===== src/rtl/pbd_pkg.sv =====
package pbd_pkg;

  localparam int COORD_W = 16;
  localparam int GAP_W   = COORD_W + 1;
  localparam int SQ_W    = 2 * GAP_W;
  localparam int SUM_W   = 40;
  localparam int ALU_W   = SUM_W + 1;
  localparam int DIST_W  = 19;
  localparam int IN_W    = 3 * COORD_W;
  localparam int OUT_W   = ((DIST_W + 7) / 8) * 8;

  localparam logic [SUM_W-1:0]  SUM_MAX   = '1;
  localparam logic [DIST_W-1:0] DIST_MAX  = '1;
  localparam logic [SUM_W-1:0]  ROOT_BIT0 = SUM_W'(1) << (SUM_W - 2);

  typedef enum logic [2:0] {
    ST_IDLE,
    ST_BELOW,
    ST_ABOVE,
    ST_SQUARE,
    ST_ACCUM,
    ST_ROOT,
    ST_EMIT
  } state_t;

  typedef enum logic [1:0] {
    SEL_BELOW,
    SEL_ABOVE,
    SEL_ACCUM,
    SEL_ROOT
  } alu_sel_t;

  typedef struct packed {
    logic     load;
    alu_sel_t sel;
    logic     gap_en;
    logic     square_en;
    logic     accum_en;
    logic     root_init;
    logic     root_step;
    logic     emit;
    logic     pick_root;
  } ctrl_t;

  typedef struct packed {
    logic last;
    logic gap_pos;
    logic bit_done;
    logic out_full;
  } status_t;

endpackage


===== src/rtl/pbd_alu.sv =====
module pbd_alu
  import pbd_pkg::*;
(
  input  logic [ALU_W-1:0] a,
  input  logic [ALU_W-1:0] b,
  input  logic             sub,
  output logic [ALU_W-1:0] res
);

  assign res = sub ? (a - b) : (a + b);

endmodule


===== src/rtl/pbd_dp.sv =====
module pbd_dp
  import pbd_pkg::*;
(
  input  logic              clk,
  input  logic              rst,
  input  ctrl_t             ctl,
  output status_t           sts,
  input  logic [IN_W-1:0]   s_tdata,
  input  logic              s_tlast,
  output logic              m_tvalid,
  input  logic              m_tready,
  output logic [OUT_W-1:0]  m_tdata
);

  logic signed [COORD_W-1:0] query_coord;
  logic signed [COORD_W-1:0] box_low;
  logic signed [COORD_W-1:0] box_high;
  logic                      last_element;
  logic [GAP_W-1:0]          gap;
  logic [SQ_W-1:0]           square;
  logic [SUM_W-1:0]          square_sum;
  logic [SUM_W-1:0]          square_sum_next;
  logic [GAP_W-1:0]          largest_gap;
  logic [SUM_W-1:0]          rem;
  logic [SUM_W-1:0]          root;
  logic [SUM_W-1:0]          root_bit;
  logic [DIST_W-1:0]         distance;
  logic [DIST_W-1:0]         result;
  logic                      out_valid;

  logic [ALU_W-1:0] alu_a;
  logic [ALU_W-1:0] alu_b;
  logic [ALU_W-1:0] alu_res;
  logic             alu_sub;
  logic             alu_pos;

  // Operand select for the shared add/subtract unit
  always_comb begin
    alu_a   = '0;
    alu_b   = '0;
    alu_sub = 1'b1;
    case (ctl.sel)
      SEL_BELOW: begin
        alu_a = {{(ALU_W-COORD_W){box_low[COORD_W-1]}}, box_low};
        alu_b = {{(ALU_W-COORD_W){query_coord[COORD_W-1]}}, query_coord};
      end
      SEL_ABOVE: begin
        alu_a = {{(ALU_W-COORD_W){query_coord[COORD_W-1]}}, query_coord};
        alu_b = {{(ALU_W-COORD_W){box_high[COORD_W-1]}}, box_high};
      end
      SEL_ACCUM: begin
        alu_a   = {1'b0, square_sum};
        alu_b   = {{(ALU_W-SQ_W){1'b0}}, square};
        alu_sub = 1'b0;
      end
      default: begin
        alu_a = {1'b0, rem};
        alu_b = {1'b0, root | root_bit};
      end
    endcase
  end

  pbd_alu u_alu (
    .a   (alu_a),
    .b   (alu_b),
    .sub (alu_sub),
    .res (alu_res)
  );

  assign alu_pos         = !alu_res[ALU_W-1] && (alu_res != '0);
  // carry out of the add saturates the sum
  assign square_sum_next = alu_res[ALU_W-1] ? SUM_MAX : alu_res[SUM_W-1:0];

  assign result = ctl.pick_root
                ? ((root[SUM_W-1:DIST_W] != '0) ? DIST_MAX : root[DIST_W-1:0])
                : {{(DIST_W-GAP_W){1'b0}}, largest_gap};

  always_ff @(posedge clk) begin
    if (ctl.load) begin
      query_coord  <= s_tdata[COORD_W-1:0];
      box_low      <= s_tdata[2*COORD_W-1:COORD_W];
      box_high     <= s_tdata[3*COORD_W-1:2*COORD_W];
      last_element <= s_tlast;
    end
    if (ctl.gap_en) begin
      gap <= alu_pos ? alu_res[GAP_W-1:0] : '0;
    end
    if (ctl.square_en) begin
      square <= SQ_W'(gap) * SQ_W'(gap);
    end
    if (ctl.root_init) begin
      rem      <= square_sum_next;
      root     <= '0;
      root_bit <= ROOT_BIT0;
    end else if (ctl.root_step) begin
      if (!alu_res[ALU_W-1]) begin
        rem  <= alu_res[SUM_W-1:0];
        root <= (root >> 1) | root_bit;
      end else begin
        root <= root >> 1;
      end
      root_bit <= root_bit >> 2;
    end
    if (ctl.emit) begin
      distance <= result;
    end
  end

  always_ff @(posedge clk) begin
    if (rst) begin
      square_sum  <= '0;
      largest_gap <= '0;
      out_valid   <= 1'b0;
    end else begin
      if (ctl.emit) begin
        square_sum  <= '0;
        largest_gap <= '0;
      end else if (ctl.accum_en) begin
        square_sum <= square_sum_next;
        if (gap > largest_gap) begin
          largest_gap <= gap;
        end
      end
      if (ctl.emit) begin
        out_valid <= 1'b1;
      end else if (m_tready) begin
        out_valid <= 1'b0;
      end
    end
  end

  assign m_tvalid     = out_valid;
  assign m_tdata      = {{(OUT_W-DIST_W){1'b0}}, distance};
  assign sts.last     = last_element;
  assign sts.gap_pos  = alu_pos;
  assign sts.bit_done = root_bit[0];
  assign sts.out_full = out_valid;

  a_clear_after_emit: assert property (@(posedge clk) disable iff (rst)
    ctl.emit |=> (square_sum == '0) && (largest_gap == '0))
    else $error("accumulators not cleared after result");

  a_root_bit_onehot: assert property (@(posedge clk) disable iff (rst)
    ctl.root_step |-> $onehot(root_bit))
    else $error("root bit lost its single set bit");

  a_emit_sets_valid: assert property (@(posedge clk) disable iff (rst)
    ctl.emit |=> m_tvalid)
    else $error("result not presented after emit");

endmodule


===== src/rtl/pbd_ctrl.sv =====
module pbd_ctrl
  import pbd_pkg::*;
(
  input  logic    clk,
  input  logic    rst,
  input  logic    s_tvalid,
  output logic    s_tready,
  input  logic    cfg_valid,
  output logic    cfg_ready,
  input  logic    cfg_data,
  input  status_t sts,
  output ctrl_t   ctl
);

  state_t state;
  state_t state_next;
  logic   metric_mode;
  logic   accept;

  assign cfg_ready = 1'b1;
  assign s_tready  = (state == ST_IDLE);
  assign accept    = s_tvalid && s_tready;

  always_ff @(posedge clk) begin
    if (rst) begin
      state       <= ST_IDLE;
      metric_mode <= 1'b1;
    end else begin
      state <= state_next;
      if (cfg_valid && cfg_ready) begin
        metric_mode <= cfg_data;
      end
    end
  end

  always_comb begin
    state_next = state;
    unique case (state)
      ST_IDLE:   if (accept) state_next = ST_BELOW;
      ST_BELOW:  state_next = sts.gap_pos ? ST_SQUARE : ST_ABOVE;
      ST_ABOVE:  state_next = ST_SQUARE;
      ST_SQUARE: state_next = ST_ACCUM;
      ST_ACCUM: begin
        if (!sts.last) begin
          state_next = ST_IDLE;
        end else if (metric_mode) begin
          state_next = ST_ROOT;
        end else begin
          state_next = ST_EMIT;
        end
      end
      ST_ROOT:   if (sts.bit_done) state_next = ST_EMIT;
      ST_EMIT:   if (!sts.out_full) state_next = ST_IDLE;
      default:   state_next = ST_IDLE;
    endcase
  end

  always_comb begin
    ctl           = '0;
    ctl.sel       = SEL_ROOT;
    ctl.pick_root = metric_mode;
    ctl.load      = accept;
    unique case (state)
      ST_BELOW: begin
        ctl.sel    = SEL_BELOW;
        ctl.gap_en = 1'b1;
      end
      ST_ABOVE: begin
        ctl.sel    = SEL_ABOVE;
        ctl.gap_en = 1'b1;
      end
      ST_SQUARE: ctl.square_en = 1'b1;
      ST_ACCUM: begin
        ctl.sel       = SEL_ACCUM;
        ctl.accum_en  = 1'b1;
        ctl.root_init = sts.last && metric_mode;
      end
      ST_ROOT:  ctl.root_step = 1'b1;
      // hold the result until the output register is free
      ST_EMIT:  ctl.emit = !sts.out_full;
      default:  ;
    endcase
  end

  a_accept_starts: assert property (@(posedge clk) disable iff (rst)
    accept |=> state == ST_BELOW)
    else $error("accepted beat did not start the gap test");

  a_root_exit: assert property (@(posedge clk) disable iff (rst)
    state == ST_ROOT |=> state == ST_ROOT || state == ST_EMIT)
    else $error("root iteration left early");

  a_no_accept_busy: assert property (@(posedge clk) disable iff (rst)
    state != ST_IDLE |-> !s_tready)
    else $error("input taken while busy");

endmodule


===== src/rtl/point_box_distance_unit_core.sv =====
// Distance from a query point to an axis-aligned box (or to a second point,
// with box_low equal to box_high), one dimension per input beat, signed Q8.8
// coordinates. metric_mode 0 reports the largest gap outside the bounds
// (Chebyshev); metric_mode 1, the reset value, reports the truncated square
// root of the sum of squared gaps (Euclidean), saturated to 19 bits. One
// distance beat comes out for each beat with tlast set; the mode is taken at
// that beat. Every beat passes through one shared 41-bit add/subtract unit:
// each dimension is tested below the low bound, then above the high bound
// unless it was below, then squared and accumulated; the closing beat then
// issues the result, after a bit-by-bit square root in Euclidean mode. The
// input is not ready while a beat is being worked on; a result waiting on
// the output does not block accumulation of the next vector.
module point_box_distance_unit_core
  import pbd_pkg::*;
(
  input  logic              clk,
  input  logic              rst,
  input  logic              s_tvalid,
  output logic              s_tready,
  input  logic [IN_W-1:0]   s_tdata,   // query_coord, box_low, box_high
  input  logic              s_tlast,
  output logic              m_tvalid,
  input  logic              m_tready,
  output logic [OUT_W-1:0]  m_tdata,   // distance, zero pad
  input  logic              cfg_valid,
  output logic              cfg_ready,
  input  logic              cfg_data
);

  ctrl_t   ctl;
  status_t sts;

  pbd_ctrl u_ctrl (
    .clk       (clk),
    .rst       (rst),
    .s_tvalid  (s_tvalid),
    .s_tready  (s_tready),
    .cfg_valid (cfg_valid),
    .cfg_ready (cfg_ready),
    .cfg_data  (cfg_data),
    .sts       (sts),
    .ctl       (ctl)
  );

  pbd_dp u_dp (
    .clk      (clk),
    .rst      (rst),
    .ctl      (ctl),
    .sts      (sts),
    .s_tdata  (s_tdata),
    .s_tlast  (s_tlast),
    .m_tvalid (m_tvalid),
    .m_tready (m_tready),
    .m_tdata  (m_tdata)
  );

endmodule


===== config.mk =====
export PLATFORM = sky130hd
export DESIGN_NAME = point_box_distance_unit_core
export DESIGN_NICKNAME = d
export VERILOG_FILES = /design/src/rtl/pbd_pkg.sv /design/src/rtl/pbd_alu.sv /design/src/rtl/pbd_dp.sv /design/src/rtl/pbd_ctrl.sv /design/src/rtl/point_box_distance_unit_core.sv
export SDC_FILE = /design/constraint.sdc
export NUM_CORES = 1
export LEC_CHECK = 0
export BUFFER_PORTS_ARGS = -buffer_cell sky130_fd_sc_hd__buf_2
export CORE_MARGIN = 2
export CORE_UTILIZATION = 58
export DETAILED_ROUTE_END_ITERATION = 12
export GPL_TIMING_DRIVEN = 0
export PLACE_DENSITY = 0.74
export SLEW_MARGIN = 40
export SYNTH_ARGS = -nofsm -noshare
export SYNTH_HDL_FRONTEND = slang
export SYNTH_HIERARCHICAL = 1
export SYNTH_SLANG_ARGS = --single-unit
export TNS_END_PERCENT = 100

===== constraint.sdc =====
create_clock -name clk -period 10.3 [get_ports clk]
set_clock_uncertainty 0.2 [all_clocks]
set_input_delay 1.03 -clock clk [delete_from_list [all_inputs] [get_ports clk]]
set_output_delay 1.03 -clock clk [all_outputs]
set_load 0.01 [all_outputs]

==> impl_summary.txt, run 1 <==
----------------------------------------------------
[Layout]
  Final antenna diode count ... 0
  Synthesis-to-finish area growth ... 9.698%
  Share of layout cells above drive strength 1 ... 0.08308
  Final-stage net count ... 3041

[Run status]
  Status ... finished clean

[Global route]
  First-pass GRT wire length ... 100900 um
  Number of antenna violations at the first check in global routing ... 2
  Global router's overall resource usage ... 0.3081
  Number of global-route vias before repair ... 19110
  Maximum number of pins on one net before global-route repair ... 50
  Total congestion overflow after global routing ... 0

[STA]
  Final worst-path setup slack ... 0.3975 ns
  Actual transition at the worst max-transition pin ... 0.8651 ns
  Final hold vios ... 0
  Max-slew violation total from the final report ... 0
  Highest clock frequency the design can meet ... 0.1010 GHz
  RSZ-0062 raised after global routing ... no
  Fraction of the cycle the final worst path needs ... 0.9614
  Setup-violating endpoint count in the final report ... 0
  Normalized max-slew margin ... 0.4233
  Min cycle time layout ... 9.902 ns
  Setup_tns ... 0 ns

[Setup path]
  Endpoint arrival time on the critical path ... 10.18 ns
  Max incr delay on CP ... 0.75 ns
  Buffering stage count on the worst path with inverters included ... 9
  Worst Path Class, Setup ... reg2reg
  Highest-delay cell along the critical path ... o41ai_1
  Required time of the worst setup path ... 10.58 ns
  Type of origin of the critical path ... flip-flop
  Internal reg-to-reg setup slack ... 0.40 ns
  Biggest fanout along the worst timing path ... 18
  Endpoint kind of the worst setup timing path ... flip-flop
  Cell family with most CP delay ... simple AND/OR/NAND/NOR gates

[Synth]
  Area share of the largest cell type after synthesis ... 0.2013
  Area of the mapped netlist ... 23570 um2
  Share of flip-flops with an asynchronous set or reset after synthesis ... 0
  Yosys top cell by area ... edfxtp_1
  Yosys warns ... 6
  Synthesis-stage register bit count ... 279
  Ys flop type ... edfxtp_1
  Synth top area cells ... edfxtp_1 (20%), fa_1 (16%), dfxtp_1 (10%)
  Synthesized area divided by synthesized cell count ... 9.379 um2
  Number of flops mapped to enable cells by yosys ... 158
  Fraction of the yosys area taken by sequential cells ... 0.3041
  Synth unique cells ... 79
  Post-synthesis cell count ... 2513

[Clock tree]
  Bufs on Longest Clock Path ... 3
  Clock insertion delay at the later pin of the skew report ... 0.59 ns
  Hold buffer count at cts ... 0
  Post-cts repair resize count ... 0
  Clock-pin transition on the worst setup and hold timing paths ... 0.06 ns
  Sink Count ... 279
  Clock tree from TritonCTS ... built
  Setup bufs post-CTS ... 0
  Root cell of the clock tree ... clkbuf_16
  Number of clock buffers inserted by TritonCTS ... 28
  Htree depth ... 1

[Die]
  Initial core utilization ... 0.5905
  Placement Rows ... 73
  I/O pin count ... 82
  Vertical die dimension ... 205.6 um
  DIE AREA ... 42270 um2
  Std-Cell Core Area ... 39910 um2
  Width of the chip ... 205.6 um

[Drt]
  DRC violations left ... 0
  Via Count ... 18820
  Count of nets left with antenna violations after detail routing ... 0
  Per-cell routed wire length ... 20.18 um
  Number of DRC violations after detailed-routing iteration 0 ... 1586
  Post-Route WL ... 64040 um
  Average vias per placed instance ... 5.933
  Number of optimization iterations in the first detailed-route pass ... 6

[Placed design]
  Port buffer count ... 75
  Hpwl dp ... 50240 um
  GP Congestion ... 0.9793
  Worst Setup Slack post-DPL ... 0.5778 ns

[Worst hold path]
  Type of the tightest min-delay check ... reg2reg

[Flow run]
  Max-cap viol count ... 0

----------------------------------------------------
-- tightest hold or removal path: cells and delay by family (launching register included) --
kind / cells / cell delay, ns
flip-flops: 1 / 0.33
AO/OA/AOI/OAI: 1 / 0.05
AND/OR/NAND/NOR: 1 / 0.06
-- cells in the final DEF, fill, tap and decap left out, drive strengths merged, types with 9 or more instances in the layout --
cell,instances
inv,350
nor2,245
fa,191
a21oi,177
ha,169
edfxtp,158
nand2,150
o21ai,132
clkbuf,126
dfxtp,121
buf,116
xnor2,88
and2,67
mux2i,61
nand2b,56
nor3,45
o22ai,42
a211oi,30
mux4,29
a21o,25
nor4,24
xor2,23
nand3,21
nand4,20
or2,17
o21bai,14
nor2b,14
o21a,12
bufinv,11
a31oi,11
clkinv,9
-- through the flow --
stage	hold WS, ns	std cells	util	cell area [um2]
global placement	0.2744	3117	0.6168	24620
detailed placement	0.2834	3121	0.6190	24710
CTS	0.2920	3173	0.6474	25840
floorplan	0.2582	2517	-	23590
global route	0.3264	3173	0.6478	25860
finish	0.2930	3173	0.6478	25860
-- routing by layer --
| metal | vias up | global-route usage | wire [um] |
|---|---|---|---|
| li1 | 8699 | - | - |
| met1 | 9167 | 0.4020 | 26140 |
| met2 | 812 | 0.5195 | 30430 |
| met3 | 146 | 0.03358 | 4678 |
| met4 | 0 | 0.1372 | 2794 |
| met5 | - | 0 | 0 |
-- area by class of cell --
type,instances,area [um2]
Buffer,133,588.1
Tap cell,525,656.9
Timing Repair Buffer,79,429.2
Fill cell,3194,14060
Clock inverter,22,417.9
Inverter,348,1306
Clock buffer,30,718.2
Multi-Input combinational cell,1757,14570
Sequential cell,279,7167
-- Yosys cell counts, types with 4 or more instances --
master	instances
inv_1	347
nor2_1	245
fa_1	191
a21oi_1	176
ha_1	169
edfxtp_1	158
nand2_1	150
dfxtp_1	121
o21ai_0	112
clkbuf_1	95
xnor2_1	87
and2_1	67
mux2i_1	61
nand2b_1	56
nor3_1	45
o22ai_1	42
a211oi_1	30
mux4_2	29
a21o_1	25
nor4_1	23
xor2_1	23
nand3_1	21
nand4_1	20
o21ai_1	20
or2_2	15
nor2b_1	14
o21bai_1	14
buf_4	13
buf_1	12
o21a_1	12
a31oi_1	11
buf_2	11
o211ai_1	8
or3_1	7
and3_1	6
o31ai_1	6
or4_1	5
a2111oi_0	4
o31a_1	4
-- sequential cells by signal, indices dropped and copies added (netlist names) --
register            cells
u_dp/box_low           16
u_dp/largest_gap       17
u_dp/root_bit          20
u_dp/rem               40
u_dp/distance          19
u_dp/last_element       1
u_dp/root              39
u_dp/query_coord       16
u_ctrl/state            3
u_dp/gap               17
u_dp/m_tvalid           1
u_dp/square_sum        40
u_dp/box_high          16
u_dp/square            33
u_ctrl/metric_mode      1
-- final timing paths --
check	cells past startpoint	endpoint	start
hold reg to reg	2	u_dp/root[38]$_SDFFE_PP0P_	u_dp/root[38]$_SDFFE_PP0P_
hold / removal	2	u_dp/root[38]$_SDFFE_PP0P_	u_dp/root[38]$_SDFFE_PP0P_
setup / recovery	32	u_ctrl/state[0]$_SDFFE_PP0P_	u_ctrl/state[0]$_SDFFE_PP0P_
setup reg to reg	32	u_ctrl/state[0]$_SDFFE_PP0P_	u_ctrl/state[0]$_SDFFE_PP0P_
-- cell families after synthesis --
| kind of cell | synth area share |
|---|---|
| AOI/OAI and AO/OA | 0.1269 |
| xor gates and xnor gates | 0.04156 |
| adders and majority gates | 0.2519 |
| buffers and inverters | 0.08026 |
| DFF | 0.3041 |
| muxes | 0.05409 |
| other | 0.0003186 |
| and+or+nand+nor | 0.1408 |
Power of run 1 is left out: the tool's default activity adds up to more than one toggle a clock period on the data nets, which glitch-free logic cannot reach.
==> run 2, diff against run 1 <==
--- a/config.mk
+++ b/config.mk
@@ -5,6 +5,7 @@
 export SDC_FILE = /design/constraint.sdc
 export NUM_CORES = 1
 export LEC_CHECK = 0
+export ABC_AREA = 1
 export BUFFER_PORTS_ARGS = -buffer_cell sky130_fd_sc_hd__buf_2
 export CORE_MARGIN = 2
 export CORE_UTILIZATION = 58
==> impl_summary.txt, run 2 <==
----------------------------------------------------
[Layout]
  Final-stage net count ... 3921
  Most frequent cells in the layout ... nand2_1 (867), inv_1 (710), nor2_1 (280)
  Share of layout cells above drive strength 1 ... 0.06971
  Leading cell type in the layout, fill and taps excluded ... nand2_1
  Final antenna diode count ... 0
  Sequential cell area ... 7167 um2
  Post-layout instance count excluding filler cells ... 4114
  Largest registers in the final layout ... u_dp/rem (40), u_dp/square_sum (40), u_dp/root (39)
  Synthesis-to-finish area growth ... 8.384%
  Multi-input gate area ... 14930 um2
  Fill cell instance count of the final layout ... 3887

[Setup path]
  Buffering stage count on the worst path with inverters included ... 9
  Endpoint kind of the worst setup timing path ... flip-flop
  Most numerous cell on the critical path ... nand2_1
  Biggest fanout along the worst timing path ... 10
  Max incr delay on CP ... 0.65 ns
  Highest-delay cell along the critical path ... nor2_1
  Endpoint arrival time on the critical path ... 8.64 ns
  Cell family with most CP delay ... simple AND/OR/NAND/NOR gates
  Type of origin of the critical path ... flip-flop
  Required time of the worst setup path ... 10.60 ns
  Worst Path Class, Setup ... reg2reg

[Flow run]
  Max-cap viol count ... 0

[STA]
  Final hold vios ... 0
  RSZ-0062 raised after global routing ... no
  Normalized max-slew margin ... 0.4086
  Actual transition at the worst max-transition pin ... 0.8871 ns
  Min cycle time layout ... 8.336 ns
  Highest clock frequency the design can meet ... 0.1200 GHz
  Setup_tns ... 0 ns
  Setup-violating endpoint count in the final report ... 0
  Max-slew violation total from the final report ... 0
  Fraction of the cycle the final worst path needs ... 0.8093

[Clock tree]
  Post-cts repair resize count ... 0
  Setup bufs post-CTS ... 0
  Clock-pin transition on the worst setup and hold timing paths ... 0.06 ns
  Hold buffer count at cts ... 0
  Htree depth ... 1
  Clock insertion delay at the later pin of the skew report ... 0.61 ns
  Bufs on Longest Clock Path ... 3
  Sink Count ... 279
  Number of clock buffers inserted by TritonCTS ... 29
  Clock tree from TritonCTS ... built
  Root cell of the clock tree ... clkbuf_16

[Placed design]
  Hpwl dp ... 63030 um
  Port buffer count ... 75
  GP Congestion ... 1.047
  Cell count after placement ... 4060

[Global route]
  Number of antenna violations at the first check in global routing ... 0
  Total congestion overflow after global routing ... 0
  First-pass GRT wire length ... 119700 um
  Number of global-route vias before repair ... 22680
  Maximum number of pins on one net before global-route repair ... 50
  Global router's overall resource usage ... 0.3449

[Synth]
  Post-synthesis cell count ... 3395
  Ys flop type ... edfxtp_1
  Xor-xnor portion of the synthesized cell area ... 0.02938
  Synthesis-stage register bit count ... 279
  Dominant combinational cell family by area after synthesis ... adder cells
  Area of the mapped netlist ... 25340 um2
  Fraction of the yosys area taken by sequential cells ... 0.2828
  Share of the synthesized area in compound gates (AO/OA/AOI/OAI) ... 0.09624
  Synth unique cells ... 46
  Multiplexer share of the synthesized area ... 0
  Cell types with the highest counts after synthesis ... nand2_1 (868), inv_1 (711), nor2_1 (282)
  Area share of the largest cell type after synthesis ... 0.1872
  Synthesized area divided by synthesized cell count ... 7.464 um2
  Post-synthesis share of cell area spent on and, or, nand and nor gates ... 0.2278
  Share of flip-flops with an asynchronous set or reset after synthesis ... 0
  Yosys warns ... 6
  Number of flops mapped to enable cells by yosys ... 158
  Synth top area cells ... edfxtp_1 (19%), fa_1 (15%), nand2_1 (13%)
  Adder-cell share of the synthesized area ... 0.2343
  Most common cell in the netlist ... nand2_1
  Yosys top cell by area ... edfxtp_1

[Drt]
  DRC violations left ... 0
  Number of DRC violations after detailed-routing iteration 0 ... 2196
  Count of nets left with antenna violations after detail routing ... 0
  Number of optimization iterations in the first detailed-route pass ... 6
  Per-cell routed wire length ... 18.58 um
  Via Count ... 22530
  Average vias per placed instance ... 5.477
  Post-Route WL ... 76450 um

[Die]
  Std-Cell Core Area ... 43080 um2
  Initial core utilization ... 0.5882
  Vertical die dimension ... 213.0 um
  DIE AREA ... 45380 um2
  Width of the chip ... 213.0 um
  Placement Rows ... 76
  I/O pin count ... 82

[Run status]
  Status ... finished clean

[Worst hold path]
  Type of the tightest min-delay check ... reg2reg

----------------------------------------------------
-- run 2: cell types whose count changed after synthesis, sizes merged, moves of 42 or more --
cell    previous run  this run
nor2             245       309
nand2b            56         0
xnor2             88        19
nand3             21       103
inv              348       717
mux2i             61         0
xor2              23        66
and2              67         3
o22ai             42         0
o21ai            132       178
nand2            150       893
-- run 2: logic make-up after synthesis --
logic type	Yosys count
other cells	2
fa+ha+maj	360
compound gates	436
xor+xnor	85
simple gates	1390
buf+inv	843
flops	279
-- run 2: cell type report --
class	instances	share of cell area
clock inverter	21	0.007790
timing repair buffer	76	0.01440
sequential	279	0.2610
inverter	717	0.09800
tap	585	0.02665
clock buffer	33	0.02733
buffer	126	0.02114
multi-input combinational	2277	0.5437
-- run 2: through the flow --
step	setup WS [ns]	utilization	instance area (um2)	hold WS, ns
3_5_place_dp	2.253	0.6152	26500	0.2518
6_report	1.964	0.6376	27460	0.2634
3_3_place_gp	1.874	0.6143	26460	0.2412
4_1_cts	2.230	0.6376	27460	0.2623
2_1_floorplan	4.537	-	25350	0.2244
5_1_grt	1.864	0.6376	27460	0.2922
-- run 2: metal layers --
layer	routed length, um	share of wire	track usage	up-vias
met5	0	0	0	-
met3	4786	0.063	0.02942	199
met1	30050	0.39	0.4161	10720
li1	-	-	-	10740
met2	37420	0.49	0.6169	867
met4	4194	0.055	0.1741	0
-- run 2: final timing paths --
check | startpoint | to | slack, ns | depth (start not counted)
setup reg to reg | u_ctrl/state[0]$_SDFFE_PP0P_ | u_ctrl/state[0]$_SDFFE_PP0P_ | 1.96 | 39
setup / recovery | u_ctrl/state[0]$_SDFFE_PP0P_ | u_ctrl/state[0]$_SDFFE_PP0P_ | 1.96 | 39
hold reg to reg | u_dp/root_bit[38]$_SDFFE_PP1P_ | u_dp/root_bit[38]$_SDFFE_PP1P_ | 0.26 | 2
hold / removal | u_dp/root_bit[38]$_SDFFE_PP1P_ | u_dp/root_bit[38]$_SDFFE_PP1P_ | 0.26 | 2
-- run 2: worst reg2reg max path, delay by kind of cell, from the launching register on --
family,cells,cell delay (ns)
buffers and inverters,9,1.74
and+or+nand+nor,20,3.52
DFF,1,0.31
adders and majority gates,2,0.60
xor gates and xnor gates,1,0.21
AOI/OAI and AO/OA,7,1.64
Power of run 2 is left out for the same reason.
